`config.mk`:
```
export PLATFORM = sky130hd
export DESIGN_NAME = ipv6_interface_address_table
export DESIGN_NICKNAME = d
export VERILOG_FILES = /design/src/sv/ipv6at_pkg.sv /design/src/sv/ipv6at_front.sv /design/src/sv/ipv6at_back.sv /design/src/sv/ipv6_interface_address_table.sv
export SDC_FILE = /design/constraint.sdc
export NUM_CORES = 2
export LEC_CHECK = 0
export ABC_AREA = 1
export BUFFER_PORTS_ARGS = -buffer_cell sky130_fd_sc_hd__buf_2
export CORE_MARGIN = 2
export CORE_UTILIZATION = 45
export CTS_CLUSTER_SIZE = 25
export DETAILED_ROUTE_END_ITERATION = 8
export GPL_TIMING_DRIVEN = 1
export PLACE_DENSITY_LB_ADDON = 0.15
export SETUP_SLACK_MARGIN = 0.3
export SLEW_MARGIN = 5
export SYNTH_ARGS = -nofsm -noshare
export SYNTH_HDL_FRONTEND = slang
export SYNTH_SLANG_ARGS = --single-unit
```
`constraint.sdc`:
```
create_clock -name clk -period 32.7 [get_ports clk]
set_input_delay 3.27 -clock clk [delete_from_list [all_inputs] [get_ports clk]]
set_output_delay 3.27 -clock clk [all_outputs]
set_load 0.05 [all_outputs]
```
`src/sv/ipv6at_pkg.sv`:
```
// ----------------------------------------------------------------------------
// IPv6 address table package
// Shared types, codes and a helper function for the address table.
// ----------------------------------------------------------------------------
package ipv6at_pkg;

    localparam int unsigned DEFAULT_TABLE_ENTRIES = 8;

    typedef enum logic [1:0] {
        ACT_ADD    = 2'd0,
        ACT_EXACT  = 2'd1,
        ACT_PREFIX = 2'd2,
        ACT_SELECT = 2'd3
    } action_t;

    typedef enum logic [2:0] {
        ST_ADDED       = 3'd0,
        ST_DUPLICATE   = 3'd1,
        ST_FULL        = 3'd2,
        ST_UNSPECIFIED = 3'd3,
        ST_FOUND       = 3'd4,
        ST_NOT_FOUND   = 3'd5,
        ST_SELECTED    = 3'd6,
        ST_NONE        = 3'd7
    } status_t;

    localparam logic [2:0] KIND_UNICAST   = 3'd0;
    localparam logic [2:0] KIND_ANYCAST   = 3'd2;
    localparam logic [2:0] KIND_SOLICITED = 3'd3;
    localparam logic [2:0] KIND_LINK      = 3'd4;
    localparam logic [2:0] KIND_GLOBAL    = 3'd5;

    localparam logic [15:0] LINK_LOCAL_TOP = 16'hfe80;
    localparam logic [15:0] MCAST_LINK_TOP = 16'hff02;

    typedef struct packed {
        logic [1:0]  action;
        logic [63:0] addr_high;
        logic [63:0] addr_low;
        logic        preferred;
        logic [2:0]  addr_kind;
    } request_t;

    typedef struct packed {
        logic [2:0]  status;
        logic [1:0]  entries_added;
        logic [2:0]  entry_index;
        logic [63:0] result_high;
        logic [63:0] result_low;
        logic [7:0]  prefix_len;
    } result_t;

    // Classified request handed from the front part to the back part.
    typedef struct packed {
        request_t    req;
        logic        unspecified;
        logic        local_dest;
        logic        has_companion;
        logic [63:0] comp_low;
    } job_t;

    // Leading zero count of a 64-bit word (64 when all zero).
    function automatic logic [6:0] lead_zeros(input logic [63:0] x);
        logic [6:0] n;
        logic       found;
        n = 7'd64;
        found = 1'b0;
        for (int i = 63; i >= 0; i--) begin
            if (!found && x[i]) begin
                n = 7'(63 - i);
                found = 1'b1;
            end
        end
        return n;
    endfunction

endpackage

```
`src/sv/ipv6at_front.sv`:
```
// ----------------------------------------------------------------------------
// IPv6 address table front part
// Accepts requests, classifies them and places them in a small job queue.
// ----------------------------------------------------------------------------
module ipv6at_front (
    input  logic                 clk,
    input  logic                 rst_n,
    input  logic                 push,
    output logic                 full,
    input  ipv6at_pkg::request_t req,
    output logic                 job_valid,
    input  logic                 job_take,
    output ipv6at_pkg::job_t     job
);
    import ipv6at_pkg::*;

    job_t       q_reg [2];
    logic       wr_ptr_reg, rd_ptr_reg;
    logic [1:0] cnt_reg;
    job_t       cls;
    logic       do_push, do_pop;

    // Classify the incoming request.
    always_comb
    begin
        cls = '0;
        cls.req = req;
        cls.unspecified = (req.addr_high == 64'd0) && (req.addr_low == 64'd0);
        cls.local_dest = (req.addr_high[63:48] == LINK_LOCAL_TOP) ||
                         (req.addr_high[63:48] == MCAST_LINK_TOP);
        cls.has_companion = (req.addr_kind == KIND_UNICAST) ||
                            (req.addr_kind == KIND_ANYCAST) ||
                            (req.addr_kind == KIND_LINK) ||
                            (req.addr_kind == KIND_GLOBAL);
        cls.comp_low = {16'h0000, 16'h0001, 8'hff, req.addr_low[23:0]};
    end

    assign full      = cnt_reg == 2'd2;
    assign job_valid = cnt_reg != 2'd0;
    assign job       = q_reg[rd_ptr_reg];
    assign do_push   = push && !full;
    assign do_pop    = job_take && job_valid;

    // Queue storage.
    always_ff @(posedge clk)
    begin
        if (do_push)
        begin
            q_reg[wr_ptr_reg] <= cls;
        end
    end

    // Queue pointers.
    always_ff @(posedge clk or negedge rst_n)
    begin
        if (!rst_n)
        begin
            wr_ptr_reg <= 1'b0;
            rd_ptr_reg <= 1'b0;
            cnt_reg    <= 2'd0;
        end
        else
        begin
            if (do_push) wr_ptr_reg <= !wr_ptr_reg;
            if (do_pop)  rd_ptr_reg <= !rd_ptr_reg;
            cnt_reg <= cnt_reg + 2'(do_push) - 2'(do_pop);
        end
    end

    a_cnt_range: assert property (@(posedge clk) disable iff (!rst_n) cnt_reg <= 2'd2)
        else $error("job queue count out of range");
    a_no_pop_empty: assert property (@(posedge clk) disable iff (!rst_n)
        (cnt_reg == 2'd0) |=> (cnt_reg <= 2'd1))
        else $error("job queue popped while empty");
    a_full_hold: assert property (@(posedge clk) disable iff (!rst_n)
        (full && !job_take) |=> full)
        else $error("job queue lost an entry");

endmodule

```
`src/sv/ipv6at_back.sv`:
```
// ----------------------------------------------------------------------------
// IPv6 address table back part
// Holds the table and walks it one entry per cycle to carry out each job.
// ----------------------------------------------------------------------------
module ipv6at_back #(
    parameter int unsigned TABLE_ENTRIES = ipv6at_pkg::DEFAULT_TABLE_ENTRIES
) (
    input  logic                clk,
    input  logic                rst_n,
    input  logic                job_valid,
    output logic                job_take,
    input  ipv6at_pkg::job_t    job,
    output logic                empty,
    input  logic                pop,
    output ipv6at_pkg::result_t result
);
    import ipv6at_pkg::*;

    localparam int unsigned IW = $clog2(TABLE_ENTRIES);
    localparam int unsigned CW = $clog2(TABLE_ENTRIES + 1);

    typedef enum logic [2:0] {
        S_IDLE, S_WALK, S_COMP_WALK, S_FINISH, S_PLEN, S_OUT
    } state_t;

    logic [63:0] mem_high [TABLE_ENTRIES];
    logic [63:0] mem_low  [TABLE_ENTRIES];
    logic        mem_pref [TABLE_ENTRIES];

    state_t      state_reg;
    job_t        job_reg;
    logic [CW-1:0] count_reg;
    logic [CW-1:0] idx_reg;
    logic        hit_reg, comp_hit_reg, sel_reg;
    logic [IW-1:0] hit_idx_reg, sel_idx_reg;
    logic [7:0]  best_reg;
    logic [63:0] sel_high_reg, sel_low_reg;
    result_t     res_reg;

    logic [IW-1:0] ri;
    logic [63:0] e_high, e_low;
    logic        e_pref, e_link, e_exact, e_hit;
    logic [63:0] xh, xl;
    logic [6:0]  lzh, lzl;
    logic [7:0]  cp;
    logic [63:0] comp_high;
    logic        add_ok;
    result_t     fin_res;

    assign comp_high = {MCAST_LINK_TOP, 48'd0};
    assign ri      = idx_reg[IW-1:0];
    assign e_high  = mem_high[ri];
    assign e_low   = mem_low[ri];
    assign e_pref  = mem_pref[ri];
    assign e_link  = e_high[63:48] == LINK_LOCAL_TOP;

    // Compare of the walked entry with the job address.
    always_comb
    begin
        e_exact = (e_high == job_reg.req.addr_high) && (e_low == job_reg.req.addr_low);
        e_hit   = (e_high == job_reg.req.addr_high) &&
                  ((job_reg.req.action == ACT_PREFIX) || (e_low == job_reg.req.addr_low));
        xh  = (state_reg == S_PLEN ? sel_high_reg : e_high) ^ job_reg.req.addr_high;
        xl  = (state_reg == S_PLEN ? sel_low_reg : e_low) ^ job_reg.req.addr_low;
        lzh = lead_zeros(xh);
        lzl = lead_zeros(xl);
        cp  = (xh != 64'd0) ? {1'b0, lzh} : (8'd64 + {1'b0, lzl});
    end

    // An add that stores its address once the walk is done.
    assign add_ok = (job_reg.req.action == ACT_ADD) && !job_reg.unspecified && !hit_reg &&
                    (count_reg < CW'(TABLE_ENTRIES));

    // Result built at the end of the walk.
    always_comb
    begin
        fin_res = '0;
        case (job_reg.req.action)
            ACT_ADD:
            begin
                if (job_reg.unspecified)
                    fin_res.status = ST_UNSPECIFIED;
                else if (hit_reg)
                    fin_res.status = ST_DUPLICATE;
                else if (count_reg >= CW'(TABLE_ENTRIES))
                    fin_res.status = ST_FULL;
                else
                begin
                    fin_res.status = ST_ADDED;
                    fin_res.entries_added = 2'd1;
                end
            end
            ACT_EXACT, ACT_PREFIX:
            begin
                fin_res.status = hit_reg ? ST_FOUND : ST_NOT_FOUND;
                fin_res.entry_index = 3'(hit_idx_reg);
            end
            default:
            begin
                if (sel_reg)
                begin
                    fin_res.status = ST_SELECTED;
                    fin_res.entry_index = 3'(sel_idx_reg);
                    fin_res.result_high = sel_high_reg;
                    fin_res.result_low = sel_low_reg;
                end
                else
                    fin_res.status = ST_NONE;
            end
        endcase
    end

    assign job_take = (state_reg == S_IDLE) && job_valid;
    assign empty    = state_reg != S_OUT;
    assign result   = res_reg;

    // Table writes: the new entry and its companion.
    always_ff @(posedge clk)
    begin
        if (state_reg == S_FINISH && add_ok)
        begin
            mem_high[count_reg[IW-1:0]] <= job_reg.req.addr_high;
            mem_low[count_reg[IW-1:0]]  <= job_reg.req.addr_low;
            mem_pref[count_reg[IW-1:0]] <= job_reg.req.preferred;
        end
        else if (state_reg == S_COMP_WALK && idx_reg == count_reg && !comp_hit_reg &&
                 count_reg < CW'(TABLE_ENTRIES))
        begin
            mem_high[count_reg[IW-1:0]] <= comp_high;
            mem_low[count_reg[IW-1:0]]  <= job_reg.comp_low;
            mem_pref[count_reg[IW-1:0]] <= job_reg.req.preferred;
        end
    end

    // Sequencer: walk entries, then finish and build the result.
    always_ff @(posedge clk or negedge rst_n)
    begin
        if (!rst_n)
        begin
            state_reg <= S_IDLE;
            job_reg   <= '0;
            count_reg <= '0;
            idx_reg   <= '0;
            hit_reg   <= 1'b0;
            comp_hit_reg <= 1'b0;
            sel_reg   <= 1'b0;
            hit_idx_reg <= '0;
            sel_idx_reg <= '0;
            best_reg  <= 8'd0;
            sel_high_reg <= 64'd0;
            sel_low_reg <= 64'd0;
            res_reg   <= '0;
        end
        else
        begin
            case (state_reg)
                S_IDLE:
                begin
                    if (job_valid)
                    begin
                        job_reg   <= job;
                        idx_reg   <= '0;
                        hit_reg   <= 1'b0;
                        sel_reg   <= 1'b0;
                        best_reg  <= 8'd0;
                        hit_idx_reg <= '0;
                        sel_idx_reg <= '0;
                        state_reg <= S_WALK;
                    end
                end
                S_WALK:
                begin
                    if (idx_reg >= count_reg)
                    begin
                        state_reg <= S_FINISH;
                    end
                    else
                    begin
                        if (job_reg.req.action == ACT_SELECT)
                        begin
                            if (e_pref && job_reg.local_dest && e_link)
                            begin
                                sel_reg <= 1'b1;
                                sel_idx_reg <= ri;
                                sel_high_reg <= e_high;
                                sel_low_reg <= e_low;
                            end
                            else if (e_pref && !job_reg.local_dest && !e_link &&
                                     cp >= best_reg)
                            begin
                                sel_reg <= 1'b1;
                                best_reg <= cp;
                                sel_idx_reg <= ri;
                                sel_high_reg <= e_high;
                                sel_low_reg <= e_low;
                            end
                        end
                        else if (!hit_reg &&
                                 (job_reg.req.action == ACT_ADD ? e_exact : e_hit))
                        begin
                            hit_reg <= 1'b1;
                            hit_idx_reg <= ri;
                        end
                        idx_reg <= idx_reg + 1'b1;
                    end
                end
                S_FINISH:
                begin
                    res_reg <= fin_res;
                    if (add_ok)
                    begin
                        count_reg <= count_reg + 1'b1;
                        if (job_reg.has_companion)
                        begin
                            idx_reg <= '0;
                            comp_hit_reg <= 1'b0;
                            state_reg <= S_COMP_WALK;
                        end
                        else
                            state_reg <= S_OUT;
                    end
                    else if (job_reg.req.action == ACT_SELECT && sel_reg)
                        state_reg <= S_PLEN;
                    else
                        state_reg <= S_OUT;
                end
                S_COMP_WALK:
                begin
                    if (idx_reg >= count_reg)
                    begin
                        if (!comp_hit_reg && count_reg < CW'(TABLE_ENTRIES))
                        begin
                            count_reg <= count_reg + 1'b1;
                            res_reg.entries_added <= 2'd2;
                        end
                        state_reg <= S_OUT;
                    end
                    else
                    begin
                        if (e_high == comp_high && e_low == job_reg.comp_low)
                            comp_hit_reg <= 1'b1;
                        idx_reg <= idx_reg + 1'b1;
                    end
                end
                S_PLEN:
                begin
                    res_reg.prefix_len <= cp;
                    state_reg <= S_OUT;
                end
                S_OUT:
                begin
                    if (pop) state_reg <= S_IDLE;
                end
                default: state_reg <= S_IDLE;
            endcase
        end
    end

    a_count_max: assert property (@(posedge clk) disable iff (!rst_n)
        count_reg <= CW'(TABLE_ENTRIES))
        else $error("entry count exceeds table size");
    a_count_grows: assert property (@(posedge clk) disable iff (!rst_n)
        (count_reg != $past(count_reg)) |-> (count_reg == $past(count_reg) + 1'b1))
        else $error("entry count moved by more than one");
    a_hold_result: assert property (@(posedge clk) disable iff (!rst_n)
        (state_reg == S_OUT && !pop) |=> (state_reg == S_OUT && $stable(res_reg)))
        else $error("result changed while waiting");

endmodule

```
`src/sv/ipv6_interface_address_table.sv`:
```
// ----------------------------------------------------------------------------
// IPv6 interface address table
// Add, lookup and source address selection over a small address table.
// ----------------------------------------------------------------------------
// Channel  | Handshake     | Payload
// request  | push / full   | req (request_t)
// result   | pop / empty   | res (result_t)
//
// The back part walks the table one entry per cycle through a single read
// port; an add with a companion walks it a second time, and a selection that
// finds an entry adds a prefix-length step. Reset empties the table at once.
// A two-deep job queue lets requests arrive while the back part works; a held
// result stalls the back part and, once the queue is full, new requests too.
module ipv6_interface_address_table #(
    parameter int unsigned TABLE_ENTRIES = ipv6at_pkg::DEFAULT_TABLE_ENTRIES
) (
    input  logic                 clk,
    input  logic                 rst_n,
    input  logic                 push,
    output logic                 full,
    input  ipv6at_pkg::request_t req,
    output logic                 empty,
    input  logic                 pop,
    output ipv6at_pkg::result_t  res
);
    import ipv6at_pkg::*;

    logic job_valid, job_take;
    job_t job;

    ipv6at_front u_front (
        .clk(clk), .rst_n(rst_n), .push(push), .full(full), .req(req),
        .job_valid(job_valid), .job_take(job_take), .job(job)
    );

    ipv6at_back #(.TABLE_ENTRIES(TABLE_ENTRIES)) u_back (
        .clk(clk), .rst_n(rst_n), .job_valid(job_valid), .job_take(job_take),
        .job(job), .empty(empty), .pop(pop), .result(res)
    );

endmodule

```
==> impl_metrics.json <==
{
  "status": "finished, final reports clean",
  "rsz0062_at_grt": "no",
  "synth.area.top_cells": "edfxtp_1 53%, dfrtp_1 15%, o21ai_0 6.1%",
  "io_pins": 284,
  "drt_pass1_iterations": 6,
  "synth_area_sq_um": 73700,
  "worst_slew_pin_slew_ps": 1290,
  "area_growth_pct": 12.5,
  "dr.first_iter.drc_count": 5591,
  "start_util": 0.453,
  "clk_latency_ps": 820,
  "ys_seq_area_frac": 0.679,
  "placed_cells": 8606,
  "yosys.area.top_type": "edfxtp_1",
  "numCtsBuffers": 186,
  "core_area_sq_um": 163000,
  "antenna_found_initial": 7,
  "cp_max_fo": 98,
  "hpwl_microns": 137000,
  "p_leak_nw": 31.2,
  "dpl_cell_area_sq_um": 76800,
  "cts_resized": 0,
  "synth_edf_count": 1300,
  "timing.fmax_mhz": 85.1,
  "grt_pass1_vias": 48220,
  "cp.required_ps": 33350,
  "cts_root_buf": "clkbuf_16",
  "ys_types": 71,
  "nNetsFinal": 6777,
  "irDropWorstVdd_mv": 0.0618,
  "design_area_sq_um": 82900,
  "drc_errors": 0,
  "fin_skew_ps": 36.8,
  "stdcell_count": 8958,
  "syn-num-nets": 6619,
  "crit_type": "flop to flop",
  "grt_pass1_wl_microns": 328000,
  "vias_per_cell": 5.74,
  "slowest_stage": "buf_4",
  "max_stage_delay_ps": 830,
  "worstSetupEndpointType": "flop",
  "hold_viol": 0,
  "cpMostUsedCell": "nor2_2",
  "portBuffers": 283,
  "whs_ps": 480,
  "worstPathArrival_ps": 12400,
  "path_clk_slew_ps": 60,
  "cap_viol_max_count": 0,
  "die-area_sq_um": 167000,
  "vias": 51419,
  "grt_max_degree": 213,
  "drt.antenna.violating_nets": 0,
  "final-setup-viol-count": 0,
  "drt-total-wl_microns": 224000,
  "synth_top_area_frac": 0.530,
  "overflow": 0,
  "ys_async_sr_fraction": 0.252,
  "cts_tree": "built",
  "startpoint_type": "flop",
  "maxSlewViolCount": 0,
  "ys_seq_elements": 1739,
  "layout_setup_ws_ps": 20950,
  "timing.final.crit_share": 0.359,
  "powerDensity_nw_per_um2": 97.5,
  "syn_inst": 6461,
  "fin_tns_setup_ps": 0,
  "routabilityCongestion": 0.899,
  "routedWlPerCell_microns": 25.0,
  "syn_area_per_cell_sq_um": 11.4,
  "clock-sinks": 1739,
  "holdCritPathClass": "flop to flop",
  "slew_headroom": 0.132,
  "clockBufferDepth": 3,
  "synth_flop_cell": "edfxtp_1",
  "fin_crit_ps": 11750,
  "row_count": 148,
  "globalRouteTotalUtil": 0.264,
  "hold_buffers": 0,
  "synth_warnings": 0,
  "place_ws_ps": 20980,
  "fp.dieW_microns": 409,
  "die_h_microns": 409,
  "cts_setup_buffers": 0,
  "drive_gt1_frac": 0.114,
  "h-tree-depth": 4
}
-- cells in the mapped netlist (10+ instances only) --
| master | n |
|---|---|
| a21oi_1 | 37 |
| buf_1 | 16 |
| buf_2 | 73 |
| buf_6 | 16 |
| clkbuf_1 | 270 |
| dfrtp_1 | 439 |
| edfxtp_1 | 1300 |
| ha_1 | 20 |
| inv_1 | 271 |
| inv_2 | 14 |
| nand2_1 | 981 |
| nand2_2 | 15 |
| nand3_1 | 105 |
| nand3b_1 | 14 |
| nand4_1 | 60 |
| nor2_1 | 997 |
| nor2_2 | 15 |
| nor2_4 | 17 |
| nor3_1 | 37 |
| nor4_1 | 68 |
| o2111ai_1 | 14 |
| o211ai_1 | 15 |
| o21ai_0 | 902 |
| o21ai_1 | 64 |
| o221ai_1 | 199 |
| o22ai_1 | 44 |
| o31ai_1 | 139 |
| or2_2 | 10 |
| xnor2_1 | 10 |
| xor2_1 | 192 |
-- stage by stage --
step | total power [mW] | util
final | 8.08 | 0.509
after global placement | 5.98 | 0.472
after floorplan | 5.05 | -
after global routing | 8.50 | 0.509
after detailed placement | 6.02 | 0.472
after CTS | 8.10 | 0.509
-- worst max-delay path, delay by kind of cell, from the launching register on --
family / cells / cell delay, ps
DFF: 1 / 760
adders and majority gates: 1 / 260
xor gates and xnor gates: 1 / 180
and+or+nand+nor: 36 / 5430
AOI/OAI and AO/OA: 8 / 1530
buffers and inverters: 14 / 3210
-- where the power goes --
part           total, mW  switching, mW  leakage (nW)  internal [mW]
Sequential          3.25          0.321          17.5           2.93
Clock               2.08          0.881          2.96           1.20
Combinational       2.76           2.08          10.7          0.676
Total               8.08           3.28          31.2           4.80
-- layout make-up --
type / count / area (sq um)
Sequential cell: 1739 / 50000
Inverter: 290 / 1110
Clock inverter: 71 / 661
Timing Repair Buffer: 361 / 2090
Fill cell: 14273 / 79900
Multi-Input combinational cell: 4041 / 20900
Clock buffer: 279 / 5380
Antenna cell: 2 / 5.00
Tap cell: 2175 / 2720
-- layout by cell type (no fill, tap or decap), types with 60 or more instances in the layout --
master and instances:
buf_2 282, buf_4 72, clkbuf_16 189, dfrtp_1 435
edfxtp_1 1300, inv_1 271, nand2_1 978, nand3_1 105
nand4_1 60, nor2_1 989, nor4_1 65, o21ai_0 902
o21ai_1 64, o221ai_1 199, o31ai_1 139, xor2_1 192
-- cells by family (layout without fill, tap and decap cells) --
| group | after synthesis | in the layout | synth area share |
|---|---|---|---|
| AND/OR/NAND/NOR | 2363 | 2363 | 0.136 |
| flip-flops | 1739 | 1739 | 0.679 |
| AO/OA/AOI/OAI | 1448 | 1448 | 0.117 |
| buffers and inverters | 681 | 1001 | 0.0396 |
| XOR/XNOR | 208 | 208 | 0.0253 |
| adder cells (fa/ha/maj) | 20 | 20 | 0.00340 |
| multiplexers | 2 | 2 | 0.000272 |
| other | 0 | 2 | 0 |
-- routing by layer --
layer  part of all wire  GRT usage
met5                  0          0
met4              0.023     0.0693
met3              0.075     0.0402
met2               0.46      0.415
met1               0.44      0.384
-- final timing paths --
kind                                   startpoint                       to  slack (ps)  cells past startpoint
max in group asynchronous                   rst_n        u_back.idx_reg[2]       28090                      3
worst min register to register  u_back.result[71]        u_back.result[71]         480                      2
min in group asynchronous                   rst_n      u_back.job_reg[111]        2500                      1
worst max register to register  u_back.idx_reg[1]  u_back.sel_high_reg[38]       20950                     60
worst max-delay path            u_back.idx_reg[1]  u_back.sel_high_reg[38]       20950                     60
worst min-delay path            u_back.result[71]        u_back.result[71]         480                      2
No activity file was read; power rests on OpenSTA's default activity.
